### config.mk
export PLATFORM = sky130hd
export DESIGN_NAME = pid_with_term_clamps_unit
export DESIGN_NICKNAME = d
export VERILOG_FILES = /design/src/rtl/core/pwtc_pkg.sv /design/src/rtl/core/pid_with_term_clamps_unit.sv /design/src/rtl/core/pwtc_csr.sv /design/src/rtl/core/pwtc_clamp.sv
export SDC_FILE = /design/constraint.sdc
export NUM_CORES = 2
export LEC_CHECK = 0
export BUFFER_PORTS_ARGS = -buffer_cell sky130_fd_sc_hd__buf_4
export CORE_ASPECT_RATIO = 2
export CORE_MARGIN = 2
export CORE_UTILIZATION = 60
export CTS_BUF_LIST = sky130_fd_sc_hd__clkbuf_4 sky130_fd_sc_hd__clkbuf_8 sky130_fd_sc_hd__clkbuf_16
export DETAILED_ROUTE_END_ITERATION = 10
export MAX_ROUTING_LAYER = met4
export PLACE_DENSITY = 0.77
export RECOVER_POWER = 50
export SYNTH_ARGS = -nofsm -noshare
export SYNTH_HDL_FRONTEND = slang
export SYNTH_SLANG_ARGS = --single-unit
export TNS_END_PERCENT = 5
### constraint.sdc
create_clock -name clock -period 21.6 [get_ports clock]
set_clock_uncertainty 0.15 [all_clocks]
set_input_delay 3.24 -clock clock [delete_from_list [all_inputs] [get_ports clock]]
set_output_delay 3.24 -clock clock [all_outputs]
set_load 0.005 [all_outputs]
### src/rtl/core/pwtc_pkg.sv
// Shared constants for the PID controller with per-term clamps.
`default_nettype none

package pwtc_pkg;

   // Gains are signed fixed point with a fixed total width.
   localparam int GAIN_WIDTH = 16;

   // Configuration register indexes.
   localparam int CSR_INDEX_WIDTH = 3;
   localparam logic [CSR_INDEX_WIDTH-1:0] CSR_PROP_GAIN    = 3'd0;
   localparam logic [CSR_INDEX_WIDTH-1:0] CSR_INTEG_GAIN   = 3'd1;
   localparam logic [CSR_INDEX_WIDTH-1:0] CSR_DERIV_GAIN   = 3'd2;
   localparam logic [CSR_INDEX_WIDTH-1:0] CSR_PROP_LIMITS  = 3'd3;
   localparam logic [CSR_INDEX_WIDTH-1:0] CSR_INTEG_LIMITS = 3'd4;
   localparam logic [CSR_INDEX_WIDTH-1:0] CSR_DERIV_LIMITS = 3'd5;

endpackage

`default_nettype wire

### src/rtl/core/pid_with_term_clamps_unit.sv
// Top level of the fixed-point PID controller with a clamp on each term.
`default_nettype none

// Channel   Direction  Beat contents
// req_      in         tdata: measured, setpoint (signed samples)
// rsp_      out        tdata: drive (signed sum of the clamped terms)
// csr_      in         index and data of one configuration register write
//
// Each sample beat is captured in an input register; from there the error, the
// three gain products, the integral update and the clamps are computed, and the
// drive value is written into the result register once that register is free.
// One beat per cycle is sustained while the response side is not stalled.
// The integral and derivative history lives in the term registers, updated
// as each beat moves into the result register. Reset is synchronous and
// clears the history, the configuration and both valid flags. A stalled
// response holds the result register; the input register keeps taking beats
// whenever its content moves on in the same cycle.

module pid_with_term_clamps_unit #(
   parameter int SAMPLE_WIDTH   = 16,
   parameter int GAIN_FRAC_BITS = 8,
   parameter int TERM_WIDTH     = 24
) (
   input  wire logic                                   clock,
   input  wire logic                                   reset,
   // measured [SAMPLE_WIDTH-1:0], setpoint [2*SAMPLE_WIDTH-1:SAMPLE_WIDTH], zero fill
   input  wire logic [((2*SAMPLE_WIDTH+7)/8)*8-1:0]    req_tdata,
   input  wire logic                                   req_tvalid,
   output logic                                        req_tready,
   // drive [TERM_WIDTH+1:0], zero fill
   output logic [((TERM_WIDTH+2+7)/8)*8-1:0]           rsp_tdata,
   output logic                                        rsp_tvalid,
   input  wire logic                                   rsp_tready,
   input  wire logic                                   csr_valid,
   output logic                                        csr_ready,
   input  wire logic [pwtc_pkg::CSR_INDEX_WIDTH-1:0]   csr_index,
   input  wire logic [2*TERM_WIDTH-1:0]                csr_data
);

   localparam int GW      = pwtc_pkg::GAIN_WIDTH;
   localparam int RSP_W   = ((TERM_WIDTH+2+7)/8)*8;
   localparam int ERR_W   = SAMPLE_WIDTH + 1;
   localparam int DIFF_W  = SAMPLE_WIDTH + 2;
   localparam int PROD_W  = ERR_W + GW;
   localparam int DPROD_W = DIFF_W + GW;
   localparam int P_W     = (PROD_W > TERM_WIDTH) ? PROD_W : TERM_WIDTH;
   localparam int I_W     = P_W + 1;
   localparam int D_W     = (DPROD_W > TERM_WIDTH) ? DPROD_W : TERM_WIDTH;
   localparam int DRIVE_W = TERM_WIDTH + 2;

   // Configuration
   logic signed [GW-1:0]           prop_gain;
   logic signed [GW-1:0]           integ_gain;
   logic signed [GW-1:0]           deriv_gain;
   logic [2*TERM_WIDTH-1:0]        prop_limits;
   logic [2*TERM_WIDTH-1:0]        integ_limits;
   logic [2*TERM_WIDTH-1:0]        deriv_limits;

   // Input register
   logic                           in_valid_ff;
   logic                           in_valid_in;
   logic signed [SAMPLE_WIDTH-1:0] measured_ff;
   logic signed [SAMPLE_WIDTH-1:0] setpoint_ff;

   // Controller history
   logic                           first_pass_ff;
   logic signed [TERM_WIDTH-1:0]   prop_term_ff;
   logic signed [TERM_WIDTH-1:0]   integ_term_ff;
   logic signed [TERM_WIDTH-1:0]   deriv_term_ff;
   logic signed [ERR_W-1:0]        prev_error_ff;

   // Result register
   logic                           rsp_valid_ff;
   logic                           rsp_valid_in;
   logic signed [DRIVE_W-1:0]      drive_ff;

   // Datapath
   logic                           out_free;
   logic                           advance;
   logic                           req_take;
   logic signed [ERR_W-1:0]        error;
   logic signed [DIFF_W-1:0]       error_diff;
   logic signed [PROD_W-1:0]       prod_p;
   logic signed [PROD_W-1:0]       prod_i;
   logic signed [DPROD_W-1:0]      prod_d;
   logic signed [P_W-1:0]          raw_p;
   logic signed [I_W-1:0]          raw_i;
   logic signed [D_W-1:0]          raw_d;
   logic signed [TERM_WIDTH-1:0]   clamp_p;
   logic signed [TERM_WIDTH-1:0]   clamp_i;
   logic signed [TERM_WIDTH-1:0]   clamp_d;
   logic signed [DRIVE_W-1:0]      drive_sum;

   pwtc_csr #(
      .TERM_WIDTH (TERM_WIDTH)
   ) u_csr (
      .clock        (clock),
      .reset        (reset),
      .csr_valid    (csr_valid),
      .csr_ready    (csr_ready),
      .csr_index    (csr_index),
      .csr_data     (csr_data),
      .prop_gain    (prop_gain),
      .integ_gain   (integ_gain),
      .deriv_gain   (deriv_gain),
      .prop_limits  (prop_limits),
      .integ_limits (integ_limits),
      .deriv_limits (deriv_limits)
   );

   // Flow control: the result register frees up when it is empty or taken,
   // and the input register moves a held sample into it only when it is free.
   assign out_free     = ~rsp_valid_ff | rsp_tready;
   assign advance      = in_valid_ff & out_free;
   assign req_tready   = ~in_valid_ff | out_free;
   assign req_take     = req_tvalid & req_tready;
   assign in_valid_in  = req_take | (in_valid_ff & ~advance);
   assign rsp_valid_in = out_free ? in_valid_ff : rsp_valid_ff;

   always_ff @(posedge clock) begin
      if (reset) begin
         in_valid_ff  <= 1'b0;
         rsp_valid_ff <= 1'b0;
      end else begin
         in_valid_ff  <= in_valid_in;
         rsp_valid_ff <= rsp_valid_in;
      end
   end

   always_ff @(posedge clock) begin
      if (req_take) begin
         measured_ff <= req_tdata[SAMPLE_WIDTH-1:0];
         setpoint_ff <= req_tdata[2*SAMPLE_WIDTH-1:SAMPLE_WIDTH];
      end
   end

   // Error and the three gain products. The arithmetic shift right is a
   // floor division by the gain scale.
   assign error      = ERR_W'(setpoint_ff) - ERR_W'(measured_ff);
   assign error_diff = DIFF_W'(error) - DIFF_W'(prev_error_ff);
   assign prod_p     = PROD_W'(error) * PROD_W'(prop_gain);
   assign prod_i     = PROD_W'(error) * PROD_W'(integ_gain);
   assign prod_d     = DPROD_W'(error_diff) * DPROD_W'(deriv_gain);

   // On the first sample after reset the stored terms are only re-clamped.
   always_comb begin
      if (first_pass_ff) begin
         raw_p = P_W'(prop_term_ff);
         raw_i = I_W'(integ_term_ff);
         raw_d = D_W'(deriv_term_ff);
      end else begin
         raw_p = P_W'(prod_p >>> GAIN_FRAC_BITS);
         raw_i = I_W'(integ_term_ff) + I_W'(prod_i >>> GAIN_FRAC_BITS);
         raw_d = D_W'(prod_d >>> GAIN_FRAC_BITS);
      end
   end

   pwtc_clamp #(
      .IN_WIDTH   (P_W),
      .TERM_WIDTH (TERM_WIDTH)
   ) u_clamp_p (
      .raw_value (raw_p),
      .limits    (prop_limits),
      .clamped   (clamp_p)
   );

   pwtc_clamp #(
      .IN_WIDTH   (I_W),
      .TERM_WIDTH (TERM_WIDTH)
   ) u_clamp_i (
      .raw_value (raw_i),
      .limits    (integ_limits),
      .clamped   (clamp_i)
   );

   pwtc_clamp #(
      .IN_WIDTH   (D_W),
      .TERM_WIDTH (TERM_WIDTH)
   ) u_clamp_d (
      .raw_value (raw_d),
      .limits    (deriv_limits),
      .clamped   (clamp_d)
   );

   assign drive_sum = DRIVE_W'(clamp_p) + DRIVE_W'(clamp_i) + DRIVE_W'(clamp_d);

   // The history advances together with the sample that uses it.
   always_ff @(posedge clock) begin
      if (reset) begin
         first_pass_ff <= 1'b1;
         prop_term_ff  <= '0;
         integ_term_ff <= '0;
         deriv_term_ff <= '0;
         prev_error_ff <= '0;
      end else if (advance) begin
         first_pass_ff <= 1'b0;
         prop_term_ff  <= clamp_p;
         integ_term_ff <= clamp_i;
         deriv_term_ff <= clamp_d;
         prev_error_ff <= error;
      end
   end

   always_ff @(posedge clock) begin
      if (advance) begin
         drive_ff <= drive_sum;
      end
   end

   assign rsp_tvalid = rsp_valid_ff;
   assign rsp_tdata  = RSP_W'(unsigned'(drive_ff));

endmodule

`default_nettype wire

### src/rtl/core/pwtc_csr.sv
// Configuration register file: gains and clamp limits of the three terms.
`default_nettype none

module pwtc_csr #(
   parameter int TERM_WIDTH = 24
) (
   input  wire logic                                    clock,
   input  wire logic                                    reset,
   input  wire logic                                    csr_valid,
   output logic                                         csr_ready,
   input  wire logic [pwtc_pkg::CSR_INDEX_WIDTH-1:0]    csr_index,
   input  wire logic [2*TERM_WIDTH-1:0]                 csr_data,
   output logic signed [pwtc_pkg::GAIN_WIDTH-1:0]       prop_gain,
   output logic signed [pwtc_pkg::GAIN_WIDTH-1:0]       integ_gain,
   output logic signed [pwtc_pkg::GAIN_WIDTH-1:0]       deriv_gain,
   output logic [2*TERM_WIDTH-1:0]                      prop_limits,
   output logic [2*TERM_WIDTH-1:0]                      integ_limits,
   output logic [2*TERM_WIDTH-1:0]                      deriv_limits
);

   logic signed [pwtc_pkg::GAIN_WIDTH-1:0] prop_gain_ff;
   logic signed [pwtc_pkg::GAIN_WIDTH-1:0] integ_gain_ff;
   logic signed [pwtc_pkg::GAIN_WIDTH-1:0] deriv_gain_ff;
   logic [2*TERM_WIDTH-1:0]                prop_limits_ff;
   logic [2*TERM_WIDTH-1:0]                integ_limits_ff;
   logic [2*TERM_WIDTH-1:0]                deriv_limits_ff;
   logic                                   write_en;

   assign csr_ready = 1'b1;
   assign write_en  = csr_valid & csr_ready;

   always_ff @(posedge clock) begin
      if (reset) begin
         prop_gain_ff    <= '0;
         integ_gain_ff   <= '0;
         deriv_gain_ff   <= '0;
         prop_limits_ff  <= '0;
         integ_limits_ff <= '0;
         deriv_limits_ff <= '0;
      end else if (write_en) begin
         unique case (csr_index)
            pwtc_pkg::CSR_PROP_GAIN:
               prop_gain_ff <= csr_data[pwtc_pkg::GAIN_WIDTH-1:0];
            pwtc_pkg::CSR_INTEG_GAIN:
               integ_gain_ff <= csr_data[pwtc_pkg::GAIN_WIDTH-1:0];
            pwtc_pkg::CSR_DERIV_GAIN:
               deriv_gain_ff <= csr_data[pwtc_pkg::GAIN_WIDTH-1:0];
            pwtc_pkg::CSR_PROP_LIMITS:  prop_limits_ff  <= csr_data;
            pwtc_pkg::CSR_INTEG_LIMITS: integ_limits_ff <= csr_data;
            pwtc_pkg::CSR_DERIV_LIMITS: deriv_limits_ff <= csr_data;
            default: begin
               // Unused indexes are ignored.
            end
         endcase
      end
   end

   assign prop_gain    = prop_gain_ff;
   assign integ_gain   = integ_gain_ff;
   assign deriv_gain   = deriv_gain_ff;
   assign prop_limits  = prop_limits_ff;
   assign integ_limits = integ_limits_ff;
   assign deriv_limits = deriv_limits_ff;

endmodule

`default_nettype wire

### src/rtl/core/pwtc_clamp.sv
// Clamp of one term: raise to the minimum first, then lower to the maximum.
`default_nettype none

module pwtc_clamp #(
   parameter int IN_WIDTH   = 34,
   parameter int TERM_WIDTH = 24
) (
   input  wire logic signed [IN_WIDTH-1:0]   raw_value,
   input  wire logic [2*TERM_WIDTH-1:0]      limits,
   output logic signed [TERM_WIDTH-1:0]      clamped
);

   logic signed [IN_WIDTH-1:0] lo_ext;
   logic signed [IN_WIDTH-1:0] hi_ext;
   logic signed [IN_WIDTH-1:0] raised;
   logic signed [IN_WIDTH-1:0] lowered;

   assign lo_ext  = IN_WIDTH'(signed'(limits[TERM_WIDTH-1:0]));
   assign hi_ext  = IN_WIDTH'(signed'(limits[2*TERM_WIDTH-1:TERM_WIDTH]));
   assign raised  = (raw_value < lo_ext) ? lo_ext : raw_value;
   // When the minimum lies above the maximum the maximum wins.
   assign lowered = (raised > hi_ext) ? hi_ext : raised;
   assign clamped = lowered[TERM_WIDTH-1:0];

endmodule

`default_nettype wire

# == Word level (Yosys, flattened, before mapping) ==
# Cells that the tools add are included.
# classes
mux,9
n_addsub,5
n_eq_ne,5
shift,0
div,0
n_bitwise,9
magnitude_cmp,6
reduce_logical,7
multipliers,3
# op_table
op,count
$mux W34,4
$mux W24,3
$gt A34 B24 Y1,2
$lt A34 B24 Y1,2
$mul A17 B16 Y33,2
$mux W33,2
$mul A18 B16 Y34,1
$gt A33 B24 Y1,1
$lt A33 B24 Y1,1
$add A24 B25 Y26,1
$add A25 B24 Y26,1
$add A24 B24 Y25,1
$sub A17 B17 Y18,1
$sub A16 B16 Y17,1
$reduce_and A2 Y1,6
$eq A3 B2 Y1 const B,2
$eq A3 B3 Y1 const B,2
$and A1 B1 Y1,3
$eq A3 B1 Y1 const B,1
$logic_not A3 Y1,1
$not A1 Y1,3
$or A1 B1 Y1,3
# totals
ram_bits,0
in_bits,88
output_inout_bits,35
regBits,342
wordCells,60
rom_bits,0
latch_bits,0
memories,0

# == Longest topological paths before layout ==
# logic_depth
word_depth,10
ltp_mapped,80
mapped_depth_nobuf,76

# == Modules after synthesis ==
# A second synthesis with hierarchy kept.
# unflattened
cells_unflattened,6372
hier_area_um2,56912.1
# by_module_without_submodules
module,n_inst,area_per_inst_um2,seq_area_each_um2,cells_each
pid_with_term_clamps_unit,1,40598.9,3583.4,4590
pwtc_csr,1,7633.6,3843.7,687
pwtc_clamp at u_clamp_d ...,2,3206.8,0.0,405
pwtc_clamp at u_clamp_p,1,2265.9,0.0,285

# == Worst setup path before layout ==
# Ideal clock, no wire load.
# synth_timing
path_type,register to register
start,reg measured_ff[0]
end,reg drive_ff[23] (data pin)
setup_time_ns,0.262
path_stages_with_launch,74
t_arrival_ns,16.065
period_less_slack_ns,16.477
slack_ns,5.123
path_buffers,7
required_ns,21.188
cell_sequence,edfxtp_1 ha_1 fa_1 nor2b_1 o21ai_0 a21oi_1 o21ai_1 a21oi_1 o2111ai_1 nand3b_1 xor2_1 clkbuf_1 ha_1 or2_2 a21o_1 o31ai_1 o21ai_0 o21ai_0 (+38 left out) a211oi_1 nor2_1 buf_1 mux2i_1 fa_1 inv_1 ha_1 fa_1 a21o_1 a21oi_1 o21ai_0 a21o_1 a41oi_1 a211o_1 o21ai_0 o21ai_0 o21ai_0 xnor2_1
# synth_via
elab_chain_cells,10
elab_cells_between_ends,23
classes_between,5 x add/sub; 3 x mul; 6 x order compare; 9 x mux
# synth_rtl
item,line,text
start: declaration,pid_with_term_clamps_unit.sv:62,logic signed [SAMPLE_WIDTH-1:0] measured_ff;
start signal: assignment,pid_with_term_clamps_unit.sv:132,measured_ff <= req_tdata[SAMPLE_WIDTH-1:0];
$sub A16 B16 Y17 (*),pid_with_term_clamps_unit.sv:139,assign error = ERR_W'(setpoint_ff) - ERR_W'(measured_ff);
named net error[10],pid_with_term_clamps_unit.sv:81,logic signed [ERR_W-1:0] error;
$mul A17 B16 Y33,pid_with_term_clamps_unit.sv:142,assign prod_i = PROD_W'(error) * PROD_W'(integ_gain);
$add A24 B25 Y26,pid_with_term_clamps_unit.sv:153,raw_i = I_W'(integ_term_ff) + I_W'(prod_i >>> GAIN_FRAC_BITS);
$mux W34,pid_with_term_clamps_unit.sv:147,if (first_pass_ff) begin
$lt A34 B24 Y1,pwtc_clamp.sv:20,assign raised = (raw_value < lo_ext) ? lo_ext : raw_value;
$mux W34,pwtc_clamp.sv:20,
$gt A34 B24 Y1,pwtc_clamp.sv:22,assign lowered = (raised > hi_ext) ? hi_ext : raised;
$mux W24,pwtc_clamp.sv:22,
$add A24 B24 Y25,pid_with_term_clamps_unit.sv:185,assign drive_sum = DRIVE_W'(clamp_p) + DRIVE_W'(clamp_i) + DRIVE_W'(clamp_d);
$add A25 B24 Y26 (*),pid_with_term_clamps_unit.sv:185,
named net drive_sum[23],pid_with_term_clamps_unit.sv:92,logic signed [DRIVE_W-1:0] drive_sum;
end signal: assignment,pid_with_term_clamps_unit.sv:206,drive_ff <= drive_sum;
end: declaration,pid_with_term_clamps_unit.sv:75,logic signed [DRIVE_W-1:0] drive_ff;
# Mark *: on every way through the listed nets, which the timed path passes. The rest lies on a longest branch.
# A chain may end at the register's enable or synchronous reset.

# == Worst setup path in the final report ==
# layout_timing
start,reg measured_ff[0]
end,reg drive_ff[25] (data pin)
# layout_via
elab_chain_cells,10
elab_cells_between_ends,23
classes_between,5 x add/sub; 3 x mul; 6 x order compare; 9 x mux
# layout_rtl
item,line
$sub A16 B16 Y17 (*),pid_with_term_clamps_unit.sv:139
$mul A17 B16 Y33,pid_with_term_clamps_unit.sv:142
$add A24 B25 Y26,pid_with_term_clamps_unit.sv:153
$mux W34,pid_with_term_clamps_unit.sv:147
$lt A34 B24 Y1,pwtc_clamp.sv:20
$mux W34,pwtc_clamp.sv:20
$gt A34 B24 Y1,pwtc_clamp.sv:22
$mux W24,pwtc_clamp.sv:22
$add A24 B24 Y25,pid_with_term_clamps_unit.sv:185
$add A25 B24 Y26 (*),pid_with_term_clamps_unit.sv:185
named net drive_sum[25],pid_with_term_clamps_unit.sv:92
# Marked as above.

==> summary.txt <==
Run status
  – Status: finished, violations left
  – Failing checks: max-capacitance violations, max-slew violations

Worst hold path
  – Worst hold path class: reg2reg

Final layout
  – Share of cells above drive strength 1: 6.24%
  – Commonest non-fill, non-tap cell in the layout: inv_1
  – Register area: 0.00743 mm²
  – Area of the multi-input gates: approximately 0.041 mm²
  – # nets final: 7,582
  – Commonest cells after routing, fill and taps aside: inv_1 (1,165), nand2_1 (972), fa_1 (853)
  – P&R area growth vs syn: 5.79%
  – Final cell count without fillers: ~7,400
  – # fillers: between 7,000 and 8,000

Detailed routing
  – DR DRC count: 0
  – Vias post-DR: approximately 43,000
  – Final WL: 166,000 µm
  – Post-DR vias/cell: a little under 6
  – Post-DRT Antenna Nets: 0
  – Router iterations before antenna repair: 8
  – Initial DRC Count: between 2,000 and 3,000
  – Wire per inst: 22.5 µm

Floorplanning
  – Core region area: 0.0882 mm²
  – Die area: 0.0916 mm²
  – I/O pin cnt: between 100 and 150
  – Die X: 215 µm
  – Std cell rows: ~150
  – Die height: ~430 µm
  – Initial core utilization: 60.6%

Yosys
  – Ys async rst share: 0%
  – Yosys top cell area share: 32.0%
  – Post-Syn Area per Cell: 8.58 µm²
  – Yosys top cell by area: fa_1
  – Netlist cell types: 92
  – EDFF count, synth: 58
  – Syn Inst Count: 6,228
  – Yosys warns: 0
  – Cell area after synthesis: about 0.053 mm²
  – Seq cells post-synth: 342
  – Post-synthesis sequential area ratio: 13.9%
  – Prevailing post-synth register cell: dfxtp_1
  – Ranking of synthesized cells by area: fa_1 (32%), ha_1 (11%), dfxtp_1 (11%)

CTS
  – Num CTS Buffers: 37
  – Cts hold-fix bufs: 0
  – Setup Buffers After CTS: 0
  – CTS root buffer: clkbuf_16
  – CTS resizes: 0
  – Worst-path clk slew: approximately 0.07 ns
  – Htree depth: 2
  – Clk sink count: 342
  – Clock tree buffer depth: 3
  – CTS tree: yes
  – Clk Latency, worst-skew pair: 0.61 ns

Setup path
  – Req. time, crit path: 21.78 ns
  – Max FO, Critical Path: 36
  – Worst Setup End Kind: flop
  – Slowest stage delay, CP: 0.87 ns
  – Worst Setup Start Kind: flop
  – Crit path kind: reg2reg
  – Crit path DAT: 20.15 ns
  – CP bufs+invs: 6
  – Slowest cell on the critical path: and2_1
  – Delay-heaviest family, CP: compound AO/OA/AOI/OAI gates
  – Crit path top cell by count: o21ai_0

Power and ir drop
  – Leakage: ~26 nW
  – Peak supply drop: 0.000186 V
  – Power Dens Cells: 71.4 mW/mm²

STA
  – Final min period: 19.96 ns
  – Final period utilization: 92.4%
  – Setup-failing EPs final: 0
  – Rel. slew slack: -300%
  – Max Slew Vio Count: 338
  – Final TNS setup: 0 ns
  – Worst-Margin Slew: 6.00 ns
  – Final hold vios: 0
  – Max Freq: 50.1 MHz
  – RSZ-0062 raised after global routing: no

Placement
  – Placed Cells: 7,287
  – DP Wirelength: between 100,000 and 150,000 µm
  – Buffers on Ports: 115
  – Final Wtd Congestion: around 1.0

Global route
  – Largest net degree at the start of global routing: approximately 130
  – First-pass GRT wire length: between 200,000 and 300,000 µm
  – Total gr overflow: 0
  – Initial antenna violation count: 4
  – GRT Util Overall: 38.5%
  – Number of global-route vias before repair: 46,017

Run
  – Total of max-cap violations: 5
==> worst reg2reg max path, delay by kind of cell (launching register included) <==
family	cells	cell delay [ns]
flip-flops	1	0.37
AO/OA/AOI/OAI	39	8.90
AND/OR/NAND/NOR	7	2.03
buffers and inverters	6	0.70
adder cells (fa/ha/maj)	15	6.52
multiplexers	2	1.06
==> power breakdown <==
| part | switching [mW] | internal, mW |
|---|---|---|
| sequential | 0.0409 | 0.743 |
| combinational | 1.67 | 0.922 |
| clock | 0.304 | 0.359 |
==> state kept, by name, summed over array words and instances (netlist names), 16 cells and up <==
name,flops
u_csr.integ_limits,48
u_csr.deriv_limits,48
u_csr.integ_gain,16
setpoint_ff,16
prop_term_ff,24
integ_term_ff,24
drive_ff,26
u_csr.prop_limits,48
deriv_term_ff,24
u_csr.deriv_gain,16
prev_error_ff,17
u_csr.prop_gain,16
measured_ff,16
==> path summary, 6_finish.rpt <==
check | start | to | slack, ns | cells after the start
max | measured_ff[0]$_DFFE_PP_ | drive_ff[25]$_DFFE_PP_ | 1.64 | 69
min | u_csr.prop_limits[31]$_SDFFE_PP0P_ | u_csr.prop_limits[31]$_SDFFE_PP0P_ | 0.30 | 2
max reg2reg | measured_ff[0]$_DFFE_PP_ | drive_ff[25]$_DFFE_PP_ | 1.64 | 69
min reg2reg | u_csr.prop_limits[31]$_SDFFE_PP0P_ | u_csr.prop_limits[31]$_SDFFE_PP0P_ | 0.30 | 2
==> layout make-up <==
cell class              instances  share of cell area [%]
repair buffers                179                    2.34
clock buffers                  47                    1.83
well taps                    1170                    2.59
diodes                          3                  0.0133
flip-flops and latches        342                    13.1
multi-input cells            4428                    72.0
inverters                    1168                    7.76
clock inverters                21                   0.321
==> per-stage QoR <==
| stage | worst slack, ns | hold slack, ns | instance area (µm²) | total power, mW | util [%] |
|---|---|---|---|---|---|
| CTS | 2.03 | 0.305 | 56600 | 3.99 | 64.1 |
| finish | 1.64 | 0.305 | 56500 | 4.04 | 64.1 |
| global placement | 2.50 | 0.291 | 55300 | 3.28 | 62.7 |
| detailed placement | 2.10 | 0.296 | 55300 | 3.31 | 62.7 |
| global route | 0.550 | 0.315 | 56500 | 4.28 | 64.1 |
| floorplan | 5.12 | 0.284 | 53500 | 2.46 | - |
==> layer usage <==
layer | global-route usage, % | vias to the layer above | wire length [µm]
li1 | - | 19409 | -
met1 | 38.3 | 21451 | 53500
met2 | 65.3 | 1830 | 82300
met3 | 5.70 | 752 | 10600
met4 | 34.7 | 0 | 19100
met5 | - | - | 0
==> Yosys cell counts (all sizes together) (108+ instances only) <==
| library cell | n |
|---|---|
| a21o | 108 |
| a21oi | 407 |
| and2 | 345 |
| clkbuf | 256 |
| dfxtp | 284 |
| fa | 853 |
| ha | 485 |
| inv | 1166 |
| nand2 | 972 |
| nor2 | 165 |
| o21ai | 199 |
| xnor2 | 122 |
==> kinds of logic after synthesis <==
kind of cell    Yosys count  share of synthesized area (%)
flops                   342                           13.9
buf+inv                1463                           10.4
mux                     105                           2.17
simple gates           1809                           15.7
fa+ha+maj              1346                           43.5
compound gates         1006                           11.8
other cells               2                         0.0141
xor+xnor                155                           2.54
Power figures use the tool's default switching activity.
